===== src/hw/rtl/tta_pkg.sv =====
// ----------------------------------------------------------------------------
// tta_pkg
// Types, constants and helpers shared by the task tick time accounting block.
// ----------------------------------------------------------------------------
package tta_pkg;

    localparam int unsigned TICKS_PER_SECOND_DEF = 100;

    localparam int unsigned DATA_W   = 32;
    localparam int unsigned PADDR_W  = 5;
    localparam int unsigned REG_IDX_W = 3;
    localparam int unsigned QUANT_W  = 9;
    localparam int unsigned SECS_W   = 33;

    localparam logic [7:0] NICE_PRIORITY_BOUND = 8'd15;
    localparam logic [2:0] WARN_PERIOD         = 3'd5;
    localparam logic [DATA_W-1:0] NO_LIMIT     = '1;

    localparam logic [REG_IDX_W-1:0] REG_VIRTUAL_START    = 3'd0;
    localparam logic [REG_IDX_W-1:0] REG_VIRTUAL_INTERVAL = 3'd1;
    localparam logic [REG_IDX_W-1:0] REG_PROFILE_START    = 3'd2;
    localparam logic [REG_IDX_W-1:0] REG_PROFILE_INTERVAL = 3'd3;
    localparam logic [REG_IDX_W-1:0] REG_SOFT_LIMIT       = 3'd4;
    localparam logic [REG_IDX_W-1:0] REG_HARD_LIMIT       = 3'd5;

    localparam logic ACTION_TICK  = 1'b0;
    localparam logic ACTION_START = 1'b1;

    typedef struct packed {
        logic       action;
        logic       in_user_mode;
        logic       idle_task;
        logic [7:0] task_priority;
        logic [7:0] quantum_ticks;
    } item_t;

    typedef struct packed {
        logic nice_tick;
        logic user_tick;
        logic system_tick;
        logic virtual_alarm;
        logic profile_alarm;
        logic cpu_limit_kill;
        logic cpu_limit_warn;
        logic reschedule;
    } result_t;

    typedef struct packed {
        logic [DATA_W-1:0] virtual_start;
        logic [DATA_W-1:0] virtual_interval;
        logic [DATA_W-1:0] profile_start;
        logic [DATA_W-1:0] profile_interval;
        logic [DATA_W-1:0] soft_limit_seconds;
        logic [DATA_W-1:0] hard_limit_seconds;
        logic [2:0]        soft_mod5;
    } cfg_t;

    // Residue modulo five: 16 is 1 mod 5, so the nibbles sum to the same residue.
    function automatic logic [2:0] mod5_32(input logic [DATA_W-1:0] value);
        logic [6:0] acc;
        acc = '0;
        for (int i = 0; i < 8; i++)
        begin
            acc = acc + 7'(value[4*i +: 4]);
        end
        if (acc >= 7'd80) acc = acc - 7'd80;
        if (acc >= 7'd40) acc = acc - 7'd40;
        if (acc >= 7'd20) acc = acc - 7'd20;
        if (acc >= 7'd10) acc = acc - 7'd10;
        if (acc >= 7'd5)  acc = acc - 7'd5;
        return acc[2:0];
    endfunction

endpackage


===== src/hw/rtl/tta_ifs.sv =====
// ----------------------------------------------------------------------------
// tta_ifs
// Valid/ready stream channels carrying input items and result items.
// ----------------------------------------------------------------------------
interface tta_in_if;
    logic           valid;
    logic           ready;
    tta_pkg::item_t data;

    modport source (output valid, output data, input ready);
    modport sink   (input valid, input data, output ready);
endinterface

interface tta_out_if;
    logic             valid;
    logic             ready;
    tta_pkg::result_t data;

    modport source (output valid, output data, input ready);
    modport sink   (input valid, input data, output ready);
endinterface


===== src/hw/rtl/tta_acct.sv =====
// ----------------------------------------------------------------------------
// tta_acct
// Accounting state and per-item update: tick counts, interval timers,
// seconds tracking for CPU limits and the scheduling quantum.
// ----------------------------------------------------------------------------
module tta_acct #(
    parameter int unsigned TICKS_PER_SECOND = tta_pkg::TICKS_PER_SECOND_DEF
) (
    input  logic             clk,
    input  logic             rst_n,
    input  logic             advance,
    input  tta_pkg::item_t   item,
    input  tta_pkg::cfg_t    cfg,
    output tta_pkg::result_t res
);

    localparam int unsigned REM_W = (TICKS_PER_SECOND > 1) ? $clog2(TICKS_PER_SECOND) : 1;
    localparam longint unsigned WRAP_SPAN = 64'hFFFF_FFFF;
    localparam logic [tta_pkg::SECS_W-1:0] WRAP_QUOT =
        tta_pkg::SECS_W'(WRAP_SPAN / TICKS_PER_SECOND);
    localparam logic [REM_W-1:0] WRAP_REM = REM_W'(WRAP_SPAN % TICKS_PER_SECOND);
    localparam logic [REM_W-1:0] WRAP_REM_COMP =
        REM_W'(TICKS_PER_SECOND - (WRAP_SPAN % TICKS_PER_SECOND));
    localparam logic [3:0] WRAP_QUOT_MOD5 = 4'((WRAP_SPAN / TICKS_PER_SECOND) % 5);
    localparam logic [REM_W-1:0] REM_LAST = REM_W'(TICKS_PER_SECOND - 1);

    logic [31:0]                  user_ticks_reg, user_ticks_next;
    logic [31:0]                  system_ticks_reg, system_ticks_next;
    logic [31:0]                  virtual_count_reg, virtual_count_next;
    logic [31:0]                  profile_count_reg, profile_count_next;
    logic [tta_pkg::QUANT_W-1:0]  quantum_left_reg, quantum_left_next;
    logic [tta_pkg::SECS_W-1:0]   secs_reg, secs_next;
    logic [REM_W-1:0]             rem_reg, rem_next;
    logic [2:0]                   mod5_reg, mod5_next;

    logic        wrap;
    logic        borrow;
    logic [3:0]  mod5_tmp;
    logic [32:0] virt_step;
    logic [32:0] prof_step;

    // {alarm, next count}
    function automatic logic [32:0] step_timer(input logic [31:0] count,
                                               input logic [31:0] interval);
        logic [32:0] r;
        if (count == 32'd0)
            r = {1'b0, count};
        else if (count == 32'd1)
            r = {1'b1, interval};
        else
            r = {1'b0, count - 32'd1};
        return r;
    endfunction

    assign virt_step = step_timer(virtual_count_reg, cfg.virtual_interval);
    assign prof_step = step_timer(profile_count_reg, cfg.profile_interval);

    always_comb
    begin
        user_ticks_next    = user_ticks_reg;
        system_ticks_next  = system_ticks_reg;
        virtual_count_next = virtual_count_reg;
        profile_count_next = profile_count_reg;
        quantum_left_next  = quantum_left_reg;
        secs_next          = secs_reg;
        rem_next           = rem_reg;
        mod5_next          = mod5_reg;
        res                = '0;
        wrap               = 1'b0;
        borrow             = 1'b0;
        mod5_tmp           = '0;

        if (item.action == tta_pkg::ACTION_START)
        begin
            user_ticks_next    = '0;
            system_ticks_next  = '0;
            virtual_count_next = cfg.virtual_start;
            profile_count_next = cfg.profile_start;
            quantum_left_next  = tta_pkg::QUANT_W'(item.quantum_ticks);
            secs_next          = '0;
            rem_next           = '0;
            mod5_next          = '0;
        end
        else
        begin
            if (item.in_user_mode)
            begin
                user_ticks_next = user_ticks_reg + 32'd1;
                wrap            = (user_ticks_reg == '1);
                if (!item.idle_task)
                begin
                    if (item.task_priority < tta_pkg::NICE_PRIORITY_BOUND)
                        res.nice_tick = 1'b1;
                    else
                        res.user_tick = 1'b1;
                end
                virtual_count_next = virt_step[31:0];
                res.virtual_alarm  = virt_step[32];
            end
            else
            begin
                system_ticks_next = system_ticks_reg + 32'd1;
                wrap              = (system_ticks_reg == '1);
                res.system_tick   = !item.idle_task;
            end

            // Drop 2^32 - 1 from the total when a count wraps, else add one.
            if (wrap)
            begin
                borrow   = (rem_reg < WRAP_REM);
                rem_next = borrow ? REM_W'(rem_reg + WRAP_REM_COMP) : REM_W'(rem_reg - WRAP_REM);
                secs_next = secs_reg - WRAP_QUOT - tta_pkg::SECS_W'(borrow);
                mod5_tmp  = 4'(mod5_reg) + 4'(tta_pkg::WARN_PERIOD) - WRAP_QUOT_MOD5
                            - 4'(borrow);
                mod5_next = (mod5_tmp >= 4'(tta_pkg::WARN_PERIOD))
                            ? 3'(mod5_tmp - 4'(tta_pkg::WARN_PERIOD)) : mod5_tmp[2:0];
            end
            else if (rem_reg == REM_LAST)
            begin
                rem_next  = '0;
                secs_next = secs_reg + tta_pkg::SECS_W'(1);
                mod5_next = (mod5_reg == tta_pkg::WARN_PERIOD - 3'd1) ? 3'd0 : mod5_reg + 3'd1;
            end
            else
            begin
                rem_next = rem_reg + REM_W'(1);
            end

            res.cpu_limit_kill = (cfg.hard_limit_seconds != tta_pkg::NO_LIMIT) &&
                                 (secs_next >= tta_pkg::SECS_W'(cfg.hard_limit_seconds));
            res.cpu_limit_warn = (cfg.soft_limit_seconds != tta_pkg::NO_LIMIT) &&
                                 (rem_next == '0) &&
                                 (secs_next >= tta_pkg::SECS_W'(cfg.soft_limit_seconds)) &&
                                 (mod5_next == cfg.soft_mod5);

            profile_count_next = prof_step[31:0];
            res.profile_alarm  = prof_step[32];

            if ((quantum_left_reg == '0) || item.idle_task)
            begin
                quantum_left_next = '0;
                res.reschedule    = 1'b1;
            end
            else
            begin
                quantum_left_next = quantum_left_reg - tta_pkg::QUANT_W'(1);
            end
        end
    end

    always_ff @(posedge clk or negedge rst_n)
    begin
        if (!rst_n)
        begin
            user_ticks_reg    <= '0;
            system_ticks_reg  <= '0;
            virtual_count_reg <= '0;
            profile_count_reg <= '0;
            quantum_left_reg  <= '0;
            secs_reg          <= '0;
            rem_reg           <= '0;
            mod5_reg          <= '0;
        end
        else if (advance)
        begin
            user_ticks_reg    <= user_ticks_next;
            system_ticks_reg  <= system_ticks_next;
            virtual_count_reg <= virtual_count_next;
            profile_count_reg <= profile_count_next;
            quantum_left_reg  <= quantum_left_next;
            secs_reg          <= secs_next;
            rem_reg           <= rem_next;
            mod5_reg          <= mod5_next;
        end
    end

endmodule


===== src/hw/rtl/task_tick_time_accounting.sv =====
// ----------------------------------------------------------------------------
// task_tick_time_accounting
// Per-tick CPU time accounting of the running task, with APB register port.
//
//   Port    Kind          Width  Role
//   item    valid/ready   19     start or tick beat in
//   result  valid/ready   8      accounting flags out, one beat per item
//   APB     psel/penable  32     timer loads and CPU limits
//
// One item per cycle while the result side is not stalled; an input beat passes
// the input register, then the result register after the single-pass update.
// An input beat is taken while the result register holds a beat, as long as
// the input register can move on; a stalled result holds both stages.
// Reset clears the accounting state and sets both CPU limits to none.
// ----------------------------------------------------------------------------
module task_tick_time_accounting #(
    parameter int unsigned TICKS_PER_SECOND = tta_pkg::TICKS_PER_SECOND_DEF
) (
    input  logic                          clk,
    input  logic                          rst_n,
    tta_in_if.sink                        item,
    tta_out_if.source                     result,
    input  logic                          psel,
    input  logic                          penable,
    input  logic                          pwrite,
    input  logic [tta_pkg::PADDR_W-1:0]   paddr,
    input  logic [tta_pkg::DATA_W-1:0]    pwdata,
    output logic [tta_pkg::DATA_W-1:0]    prdata,
    output logic                          pready
);

    tta_pkg::cfg_t    cfg_reg;
    tta_pkg::item_t   item_reg;
    logic             stage_valid_reg;
    tta_pkg::result_t result_data_reg;
    logic             result_valid_reg;
    tta_pkg::result_t res;
    logic             advance;
    logic             wr_en;
    logic [tta_pkg::REG_IDX_W-1:0] reg_idx;

    assign pready  = 1'b1;
    assign wr_en   = psel && penable && pwrite;
    assign reg_idx = paddr[tta_pkg::PADDR_W-1:2];

    always_ff @(posedge clk or negedge rst_n)
    begin
        if (!rst_n)
        begin
            cfg_reg.virtual_start      <= '0;
            cfg_reg.virtual_interval   <= '0;
            cfg_reg.profile_start      <= '0;
            cfg_reg.profile_interval   <= '0;
            cfg_reg.soft_limit_seconds <= tta_pkg::NO_LIMIT;
            cfg_reg.hard_limit_seconds <= tta_pkg::NO_LIMIT;
            cfg_reg.soft_mod5          <= tta_pkg::mod5_32(tta_pkg::NO_LIMIT);
        end
        else if (wr_en)
        begin
            unique case (reg_idx)
                tta_pkg::REG_VIRTUAL_START:    cfg_reg.virtual_start    <= pwdata;
                tta_pkg::REG_VIRTUAL_INTERVAL: cfg_reg.virtual_interval <= pwdata;
                tta_pkg::REG_PROFILE_START:    cfg_reg.profile_start    <= pwdata;
                tta_pkg::REG_PROFILE_INTERVAL: cfg_reg.profile_interval <= pwdata;
                tta_pkg::REG_SOFT_LIMIT:
                begin
                    cfg_reg.soft_limit_seconds <= pwdata;
                    cfg_reg.soft_mod5          <= tta_pkg::mod5_32(pwdata);
                end
                tta_pkg::REG_HARD_LIMIT:       cfg_reg.hard_limit_seconds <= pwdata;
                default: ;
            endcase
        end
    end

    always_comb
    begin
        unique case (reg_idx)
            tta_pkg::REG_VIRTUAL_START:    prdata = cfg_reg.virtual_start;
            tta_pkg::REG_VIRTUAL_INTERVAL: prdata = cfg_reg.virtual_interval;
            tta_pkg::REG_PROFILE_START:    prdata = cfg_reg.profile_start;
            tta_pkg::REG_PROFILE_INTERVAL: prdata = cfg_reg.profile_interval;
            tta_pkg::REG_SOFT_LIMIT:       prdata = cfg_reg.soft_limit_seconds;
            tta_pkg::REG_HARD_LIMIT:       prdata = cfg_reg.hard_limit_seconds;
            default:                       prdata = '0;
        endcase
    end

    assign advance    = stage_valid_reg && (!result_valid_reg || result.ready);
    assign item.ready = !stage_valid_reg || advance;

    always_ff @(posedge clk or negedge rst_n)
    begin
        if (!rst_n)
        begin
            stage_valid_reg  <= 1'b0;
            result_valid_reg <= 1'b0;
        end
        else
        begin
            if (item.ready)
                stage_valid_reg <= item.valid;
            if (advance)
                result_valid_reg <= 1'b1;
            else if (result.ready)
                result_valid_reg <= 1'b0;
        end
    end

    always_ff @(posedge clk)
    begin
        if (item.valid && item.ready)
            item_reg <= item.data;
        if (advance)
            result_data_reg <= res;
    end

    assign result.valid = result_valid_reg;
    assign result.data  = result_data_reg;

    tta_acct #(
        .TICKS_PER_SECOND (TICKS_PER_SECOND)
    ) u_acct (
        .clk     (clk),
        .rst_n   (rst_n),
        .advance (advance),
        .item    (item_reg),
        .cfg     (cfg_reg),
        .res     (res)
    );

endmodule


===== src/flat_wrapper.sv =====
// flat-port wrapper written by rule: the top's interface ports become plain ports
module task_tick_time_accounting_flat 
#(
    parameter int unsigned TICKS_PER_SECOND = tta_pkg::TICKS_PER_SECOND_DEF
)
  (clk, rst_n, psel, penable, pwrite, paddr, pwdata, prdata, pready, item_valid, item_data, item_ready, result_valid, result_data, result_ready);
  tta_in_if item_i ();
  tta_out_if result_i ();
  input  logic clk;
  input  logic rst_n;
  input  logic psel;
  input  logic penable;
  input  logic pwrite;
  input  logic [tta_pkg::PADDR_W-1:0] paddr;
  input  logic [tta_pkg::DATA_W-1:0] pwdata;
  output logic [tta_pkg::DATA_W-1:0] prdata;
  output logic pready;
  input wire logic [$bits(item_i.valid)-1:0] item_valid;
  input wire logic [$bits(item_i.data)-1:0] item_data;
  output wire logic [$bits(item_i.ready)-1:0] item_ready;
  output wire logic [$bits(result_i.valid)-1:0] result_valid;
  output wire logic [$bits(result_i.data)-1:0] result_data;
  input wire logic [$bits(result_i.ready)-1:0] result_ready;
  assign item_i.valid = item_valid;
  assign item_i.data = item_data;
  assign item_ready = item_i.ready;
  assign result_valid = result_i.valid;
  assign result_data = result_i.data;
  assign result_i.ready = result_ready;
  task_tick_time_accounting #(.TICKS_PER_SECOND(TICKS_PER_SECOND)) u_core (.clk(clk), .rst_n(rst_n), .item(item_i), .result(result_i), .psel(psel), .penable(penable), .pwrite(pwrite), .paddr(paddr), .pwdata(pwdata), .prdata(prdata), .pready(pready));
endmodule

===== config.mk =====
export PLATFORM = sky130hd
export DESIGN_NAME = task_tick_time_accounting_flat
export DESIGN_NICKNAME = d
export VERILOG_FILES = /design/src/hw/rtl/tta_pkg.sv /design/src/hw/rtl/tta_ifs.sv /design/src/hw/rtl/tta_acct.sv /design/src/hw/rtl/task_tick_time_accounting.sv /design/src/flat_wrapper.sv
export SDC_FILE = /design/constraint.sdc
export NUM_CORES = 1
export LEC_CHECK = 0
export BUFFER_PORTS_ARGS = -buffer_cell sky130_fd_sc_hd__buf_2
export CAP_MARGIN = 20
export CORE_MARGIN = 2
export CORE_UTILIZATION = 43
export CTS_CLUSTER_DIAMETER = 200
export DETAILED_ROUTE_END_ITERATION = 10
export SLEW_MARGIN = 20
export SYNTH_ARGS = -nofsm -noshare
export SYNTH_HDL_FRONTEND = slang
export SYNTH_SLANG_ARGS = --single-unit
export TNS_END_PERCENT = 5

===== constraint.sdc =====
create_clock -name clk -period 13.7 [get_ports clk]
set_clock_uncertainty 0.15 [all_clocks]
set_input_delay 1.37 -clock clk [delete_from_list [all_inputs] [get_ports clk]]
set_output_delay 1.37 -clock clk [all_outputs]
set_load 0.01 [all_outputs]

==> impl_metrics.ini, run 1 <==
[outcome]
status = finished, final reports clean

[logic_synthesis]
synth-seq-cells = 404
synth.avg_cell_area_um2 = 9.22
synth-compound-area-share = 0.178
yosys.area.top_type = dfrtp_1
syn_inst = 2710
yosysSeqAreaShare = 0.413
synth.top_cells.by_area = dfrtp_1 (31%), dfstp_2 (6.7%), ha_1 (6.4%)
async_flop_share = 0.933
synth_edf_count = 27
synthXorXnorAreaFrac = 0.0515
synth_simple_gate_area_frac = 0.167
synth_cell_types = 98
synth_fa_ha_area_frac = 0.0818
synth_nets = 2922
ys_warn_count = 0
synth_mux_area_frac = 0.0635
yosysTopAreaCellShare = 0.314
synth_top_family_by_area = compound AO/OA/AOI/OAI gates
synth-main-ff-cell = dfrtp_1
syn_area_mm2 = 0.0250

[clock_network]
cts_setup_buffers = 0
cts_resized = 0
numCtsBuffers = 46
clock-root-buffer = clkbuf_16
clkTransAtPathRegs_ns = 0.06
postCtsHoldBufs = 0
numClockSinks = 404
cts_tree = built
h-tree-depth = 2
clock_latency_ns = 0.61
cts_buffer_depth = 3

[die]
start_util = 0.434
io_pins = 106
die_h_um = 245
core_area_mm2 = 0.0576
num_rows = 88
dieArea_mm2 = 0.0600
fp.dieW_um = 245

[global_routing]
grt_pass1_wl_um = 119000
grt_max_degree = 170
grt-ovfl-total = 0
grt_pass1_vias = 20188
grt_usage = 0.253
antenna_found_initial = 0

[detailed_routing]
drtPass1Iterations = 5
vias = 20967
drc = 0
wl_per_cell_um = 21.6
route.antenna.remaining_nets = 0
via_per_inst = 5.91
routed_wl_um = 76400
drt_iter0_drc = 1748

[sta]
slew-limit-headroom = 0.340
finalSetupViolCount = 0
final-hold-violation-count = 0
fmax_mhz = 119
layout_min_cycle_time_ns = 8.37
fin_crit_sh = 0.611
setup-tns-final_ns = 0
fin_ws_ns = 5.33
tightestPinTransition_ns = 0.990
hold_ws_ns = 0.358
maxSlewViolCount = 0
rsz0062_at_grt = no

[setup_path]
reg2reg_to = u_core.result.data[1]
r2r-start = u_core.u_acct.rem_reg[4]
rrSetupSlack_ns = 7.06
path_delay_family = adder cells
max_stage_delay_ns = 0.53
cp_max_fo = 7
cp-start-kind = input pin
crit_required_ns = 13.98
cp_slowest_cell = fa_1
worstPathBufferInverterCount = 5
crit_top_cell = fa_1
path_class = in -> reg
end_kind = flip-flop
arrival_ns = 8.66
r2r.worst_path.cells = 25

[place]
dpl.hpwl_um = 53100
io_buffers = 102
pre_cts_ws_ns = 4.76
place.gp.congestion = 0.899
numPlacedInstances = 3461

[final_layout]
final_cell_mix = dfrtp_1 (313), nor2_1 (258), nand2_1 (244)
drive_above_1_share = 0.165
finalNetCount = 2957
regArea_mm2 = 0.0103
final_cells = 3546
fillers = 5391
layout_commonest_cell = dfrtp_1
largest_reg_flops = 195
n_antenna_cell = 0
multi_input_area_mm2 = 0.0136
area_growth_pct = 11.4

[pwr]
peakVddDrop_uv = 351
finalPower_uw = 5200
power_density_mw_per_mm2 = 187
p_leak_uw = 0.0121

[worst_hold_path]
min_from = u_core.u_acct.quantum_left_reg[0]
min_path_type = reg -> reg
hold_end = u_core.u_acct.quantum_left_reg[0]
min_path_cells = 2

[job]
maxCapViolations = 0
==> layer usage <==
metal  wire length, µm  GRT usage  vias up
met5                 0          0        -
met4              2930     0.0918        0
met3              5470     0.0505      145
met2             33700      0.391      677
met1             34300      0.353    10387
li1                  -          -     9758
==> worst max-delay path by stage <==
stage	from	endpoint	slack [ns]	cells after the start
final	pwdata[4]	u_core.cfg_reg[0]	5.33	26
after floorplan	pwdata[0]	u_core.cfg_reg[1]	5.58	25
after CTS	pwdata[4]	u_core.cfg_reg[1]	5.36	26
after detailed placement	pwdata[4]	u_core.cfg_reg[1]	4.76	26
after global routing	pwdata[4]	u_core.cfg_reg[1]	4.84	26
after global placement	pwdata[4]	u_core.cfg_reg[1]	4.88	26
==> where the power goes <==
group          internal (µW)  switching [µW]  total (µW)  leakage, µW
logic                    898            1300        2200      0.00634
registers               1450             257        1710      0.00503
clock network            771             525        1300     0.000780
==> final cells by class <==
| type | count | share of cell area |
|---|---|---|
| clock buffer | 68 | 0.0494 |
| clock inverter | 16 | 0.00719 |
| inverter | 151 | 0.0204 |
| multi-input combinational | 2012 | 0.489 |
| tap | 765 | 0.0344 |
| sequential | 404 | 0.371 |
| timing repair buffer | 130 | 0.0281 |
==> Yosys cell counts (27+ instances only) <==
cell	count
dfrtp_1	313
nand3_1	91
xnor2_1	82
edfxtp_1	27
nor3_1	52
nor2_1	264
nand4_1	56
o21ai_0	170
a22oi_1	100
dfstp_2	64
nand2_1	246
mux2_2	133
nor4_1	29
xor2_1	65
ha_1	128
clkbuf_1	127
a21o_1	34
inv_1	150
a21oi_1	185
a211oi_1	63
==> tightest hold or removal path, stage by stage (launching register included) <==
cell,delay [ns]
dfrtp_1,0.36
nand2_1,0.05
o21ai_0,0.06
==> per-stage QoR <==
stage	util	cell area (µm²)
2_1_floorplan	-	25000
3_3_place_gp	0.455	26200
3_5_place_dp	0.455	26200
4_1_cts	0.483	27800
5_1_grt	0.483	27800
6_report	0.483	27800
==> cells by family (layout without fill, tap and decap cells) <==
kind of cell / count (synthesis) / in the layout
and+or+nand+nor: 875 / 875
muxes: 141 / 141
adders and majority gates: 151 / 151
buffers and inverters: 294 / 365
other: 1 / 1
DFF: 404 / 404
AOI/OAI and AO/OA: 697 / 697
xor gates and xnor gates: 147 / 147
No activity file was read; power rests on OpenSTA's default activity.
==> inputs of run 2 (changes only) <==
==> constraint.sdc (replaced) <==
create_clock -name clk -period 6.76 [get_ports clk]
set_clock_uncertainty 0.15 [all_clocks]
set_input_delay 0.676 -clock clk [delete_from_list [all_inputs] [get_ports clk]]
set_output_delay 0.676 -clock clk [all_outputs]
set_load 0.01 [all_outputs]
==> impl_metrics.ini, run 2 (synthesis gave the netlist of run 1 again) <==
[die]
die_h_um = 245
core_area_mm2 = 0.0576
num_rows = 88
io_pins = 106
fp.dieW_um = 245
dieArea_mm2 = 0.0600
start_util = 0.434

[sta]
fmax_mhz = 153
tightestPinTransition_ns = 0.953
maxSlewViolCount = 0
layout_min_cycle_time_ns = 6.54
slew-limit-headroom = 0.363
fin_ws_ns = 0.220
setup-tns-final_ns = 0
finalSetupViolCount = 0
fin_crit_sh = 0.967
hold_ws_ns = -0.0276
final-hold-violation-count = 17

[setup_path]
r2r.worst_path.cells = 27
cp-endpoint = u_core.cfg_reg[1]
end_kind = flip-flop
arrival_ns = 6.86
cp_max_fo = 7
cp-startpoint = pwdata[1]
crit_required_ns = 7.08
rrSetupSlack_ns = 0.46
r2r-start = u_core.u_acct.rem_reg[3]
path_class = in -> reg
cp-start-kind = input pin
reg2reg_to = u_core.result.data[1]

[place]
numPlacedInstances = 3515
io_buffers = 102
dpl.hpwl_um = 55800
place.gp.congestion = 0.905
pre_cts_ws_ns = -0.434

[final_layout]
finalNetCount = 3011
multi_input_area_mm2 = 0.0138
largest_reg_flops = 195
fillers = 5410
final_cells = 3602
layout_commonest_cell = dfrtp_1
regArea_mm2 = 0.0103
drive_above_1_share = 0.188
final_cell_mix = dfrtp_1 (312), nor2_1 (256), nand2_1 (244)
area_growth_pct = 13.6

[clock_network]
h-tree-depth = 2
clock_latency_ns = 0.60
cts_tree = built
numCtsBuffers = 45
clkTransAtPathRegs_ns = 0.06
numClockSinks = 404
clock-root-buffer = clkbuf_16
cts_buffer_depth = 3

[global_routing]
antenna_found_initial = 1
grt_max_degree = 168
grt_pass1_wl_um = 124000
grt-ovfl-total = 0
grt_pass1_vias = 21267
grt_usage = 0.264

[detailed_routing]
route.antenna.remaining_nets = 0
vias = 21388
wl_per_cell_um = 21.9
drc = 0
via_per_inst = 5.94
drt_iter0_drc = 1990
routed_wl_um = 78900
drtPass1Iterations = 8

[pwr]
finalPower_uw = 11500
peakVddDrop_uv = 974
power_density_mw_per_mm2 = 406
p_leak_uw = 0.0124

[job]
maxCapViolations = 0

[outcome]
violations = hold timing
status = finished, violations left

[worst_hold_path]
min_path_type = in -> async
-- run 2: changes by cell type in the layout (fill, tap and decap cells not counted), moves of 3 or more --
cell	before	now
buf_12	1	4
buf_4	25	79
fa_1	21	18
fa_2	0	3
ha_4	0	3
ha_1	128	123
clkbuf_8	12	9
-- run 2: layout make-up --
cell class | instances | area share
inverters | 151 | 0.0200
repair buffers | 185 | 0.0421
well taps | 765 | 0.0337
clock inverters | 18 | 0.00763
multi-input cells | 2012 | 0.485
diodes | 1 | 0.0000882
clock buffers | 66 | 0.0471
flip-flops and latches | 404 | 0.364
-- run 2: what timing repair did --
action,CTS,global route
endpoints found under the setup margin,0,4
buffers inserted,0,2
hold buffers,0,0
hold endpoints to repair,0,0
gates resized for setup,0,8
-- run 2: worst max-delay path: stages --
cell and delay, ns:
buf_2 0.11, buf_4 0.17, fa_2 0.56, inv_1 0.06, fa_1 0.54, fa_1 0.46, fa_1 0.52, inv_1 0.05
ha_1 0.28, ha_2 0.21, fa_2 0.40, nand3_4 0.10, a21oi_4 0.06, or2_4 0.26, ha_4 0.27, buf_4 0.11
nand2b_1 0.07, a211o_1 0.29, o2111ai_2 0.12, o311ai_4 0.15, and3_2 0.28, nand3_1 0.11, o21ai_0 0.12, a221oi_2 0.30
a31oi_2 0.17, xnor2_1 0.15, mux2_4 0.26
-- run 2: worst min-delay path by stage --
stage                                    end  slack [ns]  cells past startpoint
finish                   u_core.cfg_reg[188]       -0.03                      1
global route             u_core.cfg_reg[187]        0.06                      1
CTS                      u_core.cfg_reg[156]        0.02                      1
detailed placement       u_core.result.valid        0.36                      1
global placement    u_core.u_acct.rem_reg[1]        0.34                      2
floorplan                  u_core.cfg_reg[0]        0.23                      0
-- run 2: layer usage --
layer | vias up | wire length [µm] | track usage
met5 | - | 0 | 0
met4 | 0 | 2800 | 0.0922
met3 | 145 | 5420 | 0.0440
met2 | 789 | 36300 | 0.424
met1 | 10574 | 34500 | 0.360
li1 | 9880 | - | -
-- run 2: metrics by stage --
| step | cell area (µm²) | utilization | hold slack, ns |
|---|---|---|---|
| finish | 28400 | 0.493 | -0.0276 |
| global route | 28400 | 0.493 | 0.0586 |
| CTS | 28300 | 0.492 | 0.0219 |
| detailed placement | 26800 | 0.465 | 0.357 |
| global placement | 26700 | 0.464 | 0.342 |
| floorplan | 25100 | - | 0.230 |
-- run 2: report_power, final --
| group | switching (µW) | total, µW | internal, µW |
|---|---|---|---|
| Clock | 1060 | 2600 | 1530 |
| Sequential | 528 | 3470 | 2940 |
| Combinational | 2950 | 5460 | 2510 |
